==> config.mk <==
export PLATFORM = sky130hd
export DESIGN_NAME = hzr_controller
export DESIGN_NICKNAME = d
export VERILOG_FILES = /design/src/rtl/hzr_pkg.sv /design/src/rtl/hzr_controller.sv
export SDC_FILE = /design/constraint.sdc
export NUM_CORES = 1
export LEC_CHECK = 0
export BUFFER_PORTS_ARGS = -buffer_cell sky130_fd_sc_hd__buf_2
export CAP_MARGIN = 20
export CORE_MARGIN = 3
export CORE_UTILIZATION = 44
export DETAILED_ROUTE_END_ITERATION = 7
export PLACE_DENSITY = 0.88
export RECOVER_POWER = 100
export SLEW_MARGIN = 15
export SYNTH_ARGS = -nofsm -noshare
export SYNTH_HDL_FRONTEND = slang
export SYNTH_SLANG_ARGS = --single-unit
==> constraint.sdc <==
create_clock -name clk -period 1.7 [get_ports clk]
set_input_delay 0.255 -clock clk [delete_from_list [all_inputs] [get_ports clk]]
set_output_delay 0.255 -clock clk [all_outputs]
set_load 0.02 [all_outputs]
==> src/rtl/hzr_pkg.sv <==
// Shared types and constants of the hierarchical z-buffer rasterizer.
package hzr_pkg;

  localparam logic signed [23:0] DEPTH_EMPTY = 24'sd8388607;
  localparam logic signed [23:0] DEPTH_LOW   = -24'sd8388608;
  localparam logic [12:0]        COUNT_MAX   = 13'd8191;
  localparam logic [3:0]         DIV_LAST    = 4'd15;
  localparam logic [1:0]         SUB_LAST    = 2'd3;

  localparam logic ACTION_DRAW = 1'b0;
  localparam logic ACTION_READ = 1'b1;

  typedef struct packed {
    logic load;
    logic setup;
    logic clear_step;
    logic rd_sel;
    logic tile_start;
    logic tile_adv;
    logic tile_write;
    logic acc_init;
    logic sub_clr;
    logic sub_inc;
    logic pix_start;
    logic edge_mul;
    logic edge_sum;
    logic old_cap;
    logic div_init;
    logic div_step;
    logic z_mul;
    logic z_sum;
    logic pix_write;
    logic acc_old;
    logic acc_new;
    logic out_draw;
    logic out_read;
  } cmd_t;

  typedef struct packed {
    logic clear_done;
    logic bbox_empty;
    logic tile_skip;
    logic tile_last;
    logic sub_last;
    logic pix_in_frame;
    logic pix_test;
    logic div_last;
    logic z_less;
  } status_t;

endpackage

==> src/rtl/hzr_controller.sv <==
// Controller: sequences clearing, reads, and the tile and pixel walk of a draw.
module hzr_controller (
  input  logic             clk,
  input  logic             rst,
  input  logic             in_valid,
  output logic             in_stall,
  input  logic             action,
  output logic             out_valid,
  input  logic             out_stall,
  output hzr_pkg::cmd_t    cmd,
  input  hzr_pkg::status_t status
);
  import hzr_pkg::*;

  typedef enum logic [4:0] {
    S_CLEAR, S_IDLE, S_RD_ISSUE, S_RD_DONE, S_SETUP, S_BOUND, S_T_RD, S_T_CHK,
    S_P_START, S_P_E1, S_P_E2, S_P_COV, S_P_DIV, S_P_ZMUL, S_P_ZSUM, S_P_CMP,
    S_P_NEXT, S_T_WR, S_T_ADV, S_DONE
  } state_t;

  state_t state, state_next;
  logic   out_free;

  assign in_stall = state != S_IDLE;
  assign out_free = !out_valid || !out_stall;

  always_comb begin
    cmd        = '0;
    state_next = state;
    case (state)
      S_CLEAR: begin
        cmd.clear_step = 1'b1;
        if (status.clear_done) state_next = S_IDLE;
      end
      S_IDLE: begin
        if (in_valid) begin
          cmd.load   = 1'b1;
          state_next = (action == ACTION_READ) ? S_RD_ISSUE : S_SETUP;
        end
      end
      S_RD_ISSUE: begin
        cmd.rd_sel = 1'b1;
        state_next = S_RD_DONE;
      end
      S_RD_DONE: begin
        cmd.rd_sel = 1'b1;
        if (out_free) begin
          cmd.out_read = 1'b1;
          state_next   = S_IDLE;
        end
      end
      S_SETUP: begin
        cmd.setup  = 1'b1;
        state_next = S_BOUND;
      end
      S_BOUND: begin
        if (status.bbox_empty) begin
          state_next = S_DONE;
        end else begin
          cmd.tile_start = 1'b1;
          state_next     = S_T_RD;
        end
      end
      S_T_RD: state_next = S_T_CHK;
      S_T_CHK: begin
        if (status.tile_skip) begin
          state_next = S_T_ADV;
        end else begin
          cmd.acc_init = 1'b1;
          cmd.sub_clr  = 1'b1;
          state_next   = S_P_START;
        end
      end
      S_P_START: begin
        if (status.pix_in_frame) begin
          cmd.pix_start = 1'b1;
          state_next    = S_P_E1;
        end else begin
          state_next = S_P_NEXT;
        end
      end
      S_P_E1: begin
        cmd.edge_mul = 1'b1;
        state_next   = S_P_E2;
      end
      S_P_E2: begin
        cmd.edge_sum = 1'b1;
        cmd.old_cap  = 1'b1;
        state_next   = S_P_COV;
      end
      S_P_COV: begin
        if (status.pix_test) begin
          cmd.div_init = 1'b1;
          state_next   = S_P_DIV;
        end else begin
          cmd.acc_old = 1'b1;
          state_next  = S_P_NEXT;
        end
      end
      S_P_DIV: begin
        cmd.div_step = 1'b1;
        if (status.div_last) state_next = S_P_ZMUL;
      end
      S_P_ZMUL: begin
        cmd.z_mul  = 1'b1;
        state_next = S_P_ZSUM;
      end
      S_P_ZSUM: begin
        cmd.z_sum  = 1'b1;
        state_next = S_P_CMP;
      end
      S_P_CMP: begin
        if (status.z_less) begin
          cmd.pix_write = 1'b1;
          cmd.acc_new   = 1'b1;
        end else begin
          cmd.acc_old = 1'b1;
        end
        state_next = S_P_NEXT;
      end
      S_P_NEXT: begin
        if (status.sub_last) begin
          state_next = S_T_WR;
        end else begin
          cmd.sub_inc = 1'b1;
          state_next  = S_P_START;
        end
      end
      S_T_WR: begin
        cmd.tile_write = 1'b1;
        state_next     = S_T_ADV;
      end
      S_T_ADV: begin
        if (status.tile_last) begin
          state_next = S_DONE;
        end else begin
          cmd.tile_adv = 1'b1;
          state_next   = S_T_RD;
        end
      end
      S_DONE: begin
        if (out_free) begin
          cmd.out_draw = 1'b1;
          state_next   = S_IDLE;
        end
      end
      default: state_next = S_IDLE;
    endcase
  end

  always_ff @(posedge clk) begin
    if (rst) begin
      state     <= S_CLEAR;
      out_valid <= 1'b0;
    end else begin
      state <= state_next;
      if (cmd.out_draw || cmd.out_read) begin
        out_valid <= 1'b1;
      end else if (!out_stall) begin
        out_valid <= 1'b0;
      end
    end
  end

endmodule

==> results.toml <==
[worst_setup_path]
critPathLaunchType = "flip-flop"
timing.critical_path.buf_inv = 2
cp.required_ns = 1.44
worstPathArrival_ns = 1.51
critPathKind = "flip-flop to output port"
timing.critical_path.cells = "clkbuf_1 > nand3_1 > nor4_2 > buf_2"
max_stage_delay_ns = 0.46
critical_path.top_delay_family = "buffers and inverters"
timing.critical_path.slowest_stage_cell = "dfxtp_1"
critical_path_peak_fanout = 7
endpoint_kind = "output port"

[synth]
syn_avg_cell_area_um2 = 6.93
synth-edff-count = 0
yosys_warnings = 0
yosys-mux-area-fraction = 0.0278
synth_top_family_by_area = "simple AND/OR/NAND/NOR gates"
yosys_register_bits = 6
synth.lib_cells_used.distinct = 39
synth_async_sr_flop_share = 0
ys_dominant_reg_cell = "dfxtp_1"
synth_compound_gate_area_share = 0.217
synth_seq_area_share = 0.167
synth_adder_area_share = 0
synth_simple_gate_area_frac = 0.465
syn_inst = 104
synthesis.area_um2 = 721
syn-num-nets = 118
yosys.area_share.xor_xnor = 0

[cts]
cts_inserted_buffers = 3
clkSinkCount = 6
maximum_level_of_the_cts_h_tree = 1
worst_skew_pair.late_latency_ns = 0.24
clockBufferDepth = 2
clkTransAtPathRegs_ns = 0.05
clk_root_buffer_cell = "clkbuf_4"
tritoncts_clock_tree = "yes"

[timing]
whs_ns = 0.267
final_max_slew_viol_count = 0
hold_violations = 0
rsz_0062_raised_after_global_routing = "yes"
final_period_minus_worst_setup_slack_ns = 1.77
setup-tns-final_ns = -0.124
final.setup.worst_slack_ns = -0.0679
final.period_utilization = 1.04
tightest_pin_transition_ns = 0.382
worst_clock_skew_ns = 0.00431
max-slew-margin-rel = 0.743
setup-violations-final = 3
max_freq_mhz = 566

[layout]
num_antenna_cells = 0
layout-drive-gt1-share = 0.483
layout_commonest_cell = "buf_2"
final_nets = 161
mostFrequentLayoutCells = "33 x buf_2, 18 x nor2_1, 13 x buf_4"
area_growth_pct = 44.8

[run_status]
failing_checks = "setup timing"
status = "finished, violations left"

[routing]
drt-wirelength-per-cell_um = 16.8
dr_total_vias = 977
antenna_violating_nets_post_route = 0
wirelength_um = 2700
via_per_inst = 6.11
detailedRoute.firstIterationViolations = 33
number_of_search_and_repair_iterations_in_the_first_detailed_routing_pass = 5
detail_route.drc_violations = 0

[grt]
global_route_wire_length_before_repair_um = 3860
grt_max_degree = 14
globalRoute.totalOverflow = 0
number_of_global_route_vias_before_repair = 824
antenna_found_initial = 0
grt_util_all_layers = 0.249

[floorplan]
io-pin-count = 39
core.rowCount = 13
floorplan.core_area_um2 = 1420
starting_density_of_the_core = 0.509
die_h_um = 46.5
floorplan.die_area_um2 = 2160
fp.dieW_um = 46.5

[placement]
finalWeightedCongestion = 0.958
hpwl_um = 1850
portBuffers = 38

[pwr]
cellPowerDensity_nw_per_um2 = 401
worst_voltage_drop_across_the_vdd_grid_uv = 345
total_power_mw = 0.419
p_leak_nw = 0.493

[flow_run]
cap_viol_max_count = 0

[worst_hold_path]
hp-class = "input pin to flip-flop"
## cell families (layout without fill, tap and decap cells)
group                  count (synthesis)  count (layout)
AND/OR/NAND/NOR                       61              61
AO/OA/AOI/OAI                         20              20
buffers and inverters                 15              56
flip-flops                             6               6
multiplexers                           2               2
## sequential cells by signal, indices dropped and copies added, names as in the netlist
register / flops
state: 5
out_valid: 1
## routing by layer
layer	global-route usage	vias up	wire, um
met5	0	-	0
met4	0.0966	0	50
met3	0.0117	8	352
met2	0.420	85	1310
met1	0.326	420	981
li1	-	464	-
## cell type report
| type | count | area [um^2] |
|---|---|---|
| flip-flops and latches | 6 | 129 |
| clock buffers | 3 | 22.5 |
| repair buffers | 49 | 282 |
| fillers | 113 | 372 |
| inverters | 4 | 15.0 |
| well taps | 15 | 18.8 |
| multi-input cells | 83 | 577 |
## metrics by stage
| stage | instances | util | worst slack, ns | cell area [um^2] |
|---|---|---|---|---|
| 2_1_floorplan | 104 | - | 0.0154 | 731 |
| 3_3_place_gp | 155 | 0.660 | 0.143 | 933 |
| 3_5_place_dp | 155 | 0.660 | 0.0879 | 933 |
| 4_1_cts | 158 | 0.705 | -0.000129 | 997 |
| 5_1_grt | 160 | 0.737 | -0.101 | 1040 |
| 6_report | 160 | 0.737 | -0.0679 | 1040 |
## cell usage after synthesis (3+ instances only)
cell type,number,area share
nor3_1,8,0.056
inv_1,3,0.016
nand2_1,8,0.042
buf_2,5,0.035
dfxtp_1,6,0.17
buf_4,3,0.031
nor4_1,4,0.035
a21oi_1,6,0.042
nand2b_1,4,0.035
nor2_1,19,0.099
nand3_1,3,0.021
## final timing paths
| check | endpoint | slack (ns) | from | cells past startpoint |
|---|---|---|---|---|
| worst max-delay path | cmd[0] | -0.07 | state[0]$_SDFFE_PP0P_ | 4 |
| worst min-delay path | state[3]$_SDFFE_PP0P_ | 0.27 | rst | 2 |
| worst max register to register | state[2]$_SDFFE_PP0P_ | 0 | state[0]$_SDFFE_PP0P_ | 6 |
| worst min register to register | out_valid$_SDFFE_PP0P_ | 0.54 | out_valid$_SDFFE_PP0P_ | 2 |
## timing repair
action                                 CTS  global route
setup endpoints to repair               15            14
endpoints found under the hold margin    0             0
gates resized for setup                 14             8
pin swaps                                0             4
hold buffers                             0             0
buffers inserted                         0             2
## report_power, final
group	leakage [nW]	switching [mW]	internal (mW)
registers	0.0508	0.00759	0.142
clock network	0.0138	0.0513	0.0798
logic	0.429	0.0848	0.0533
total	0.493	0.144	0.275
(Power assumes the default switching activity.)
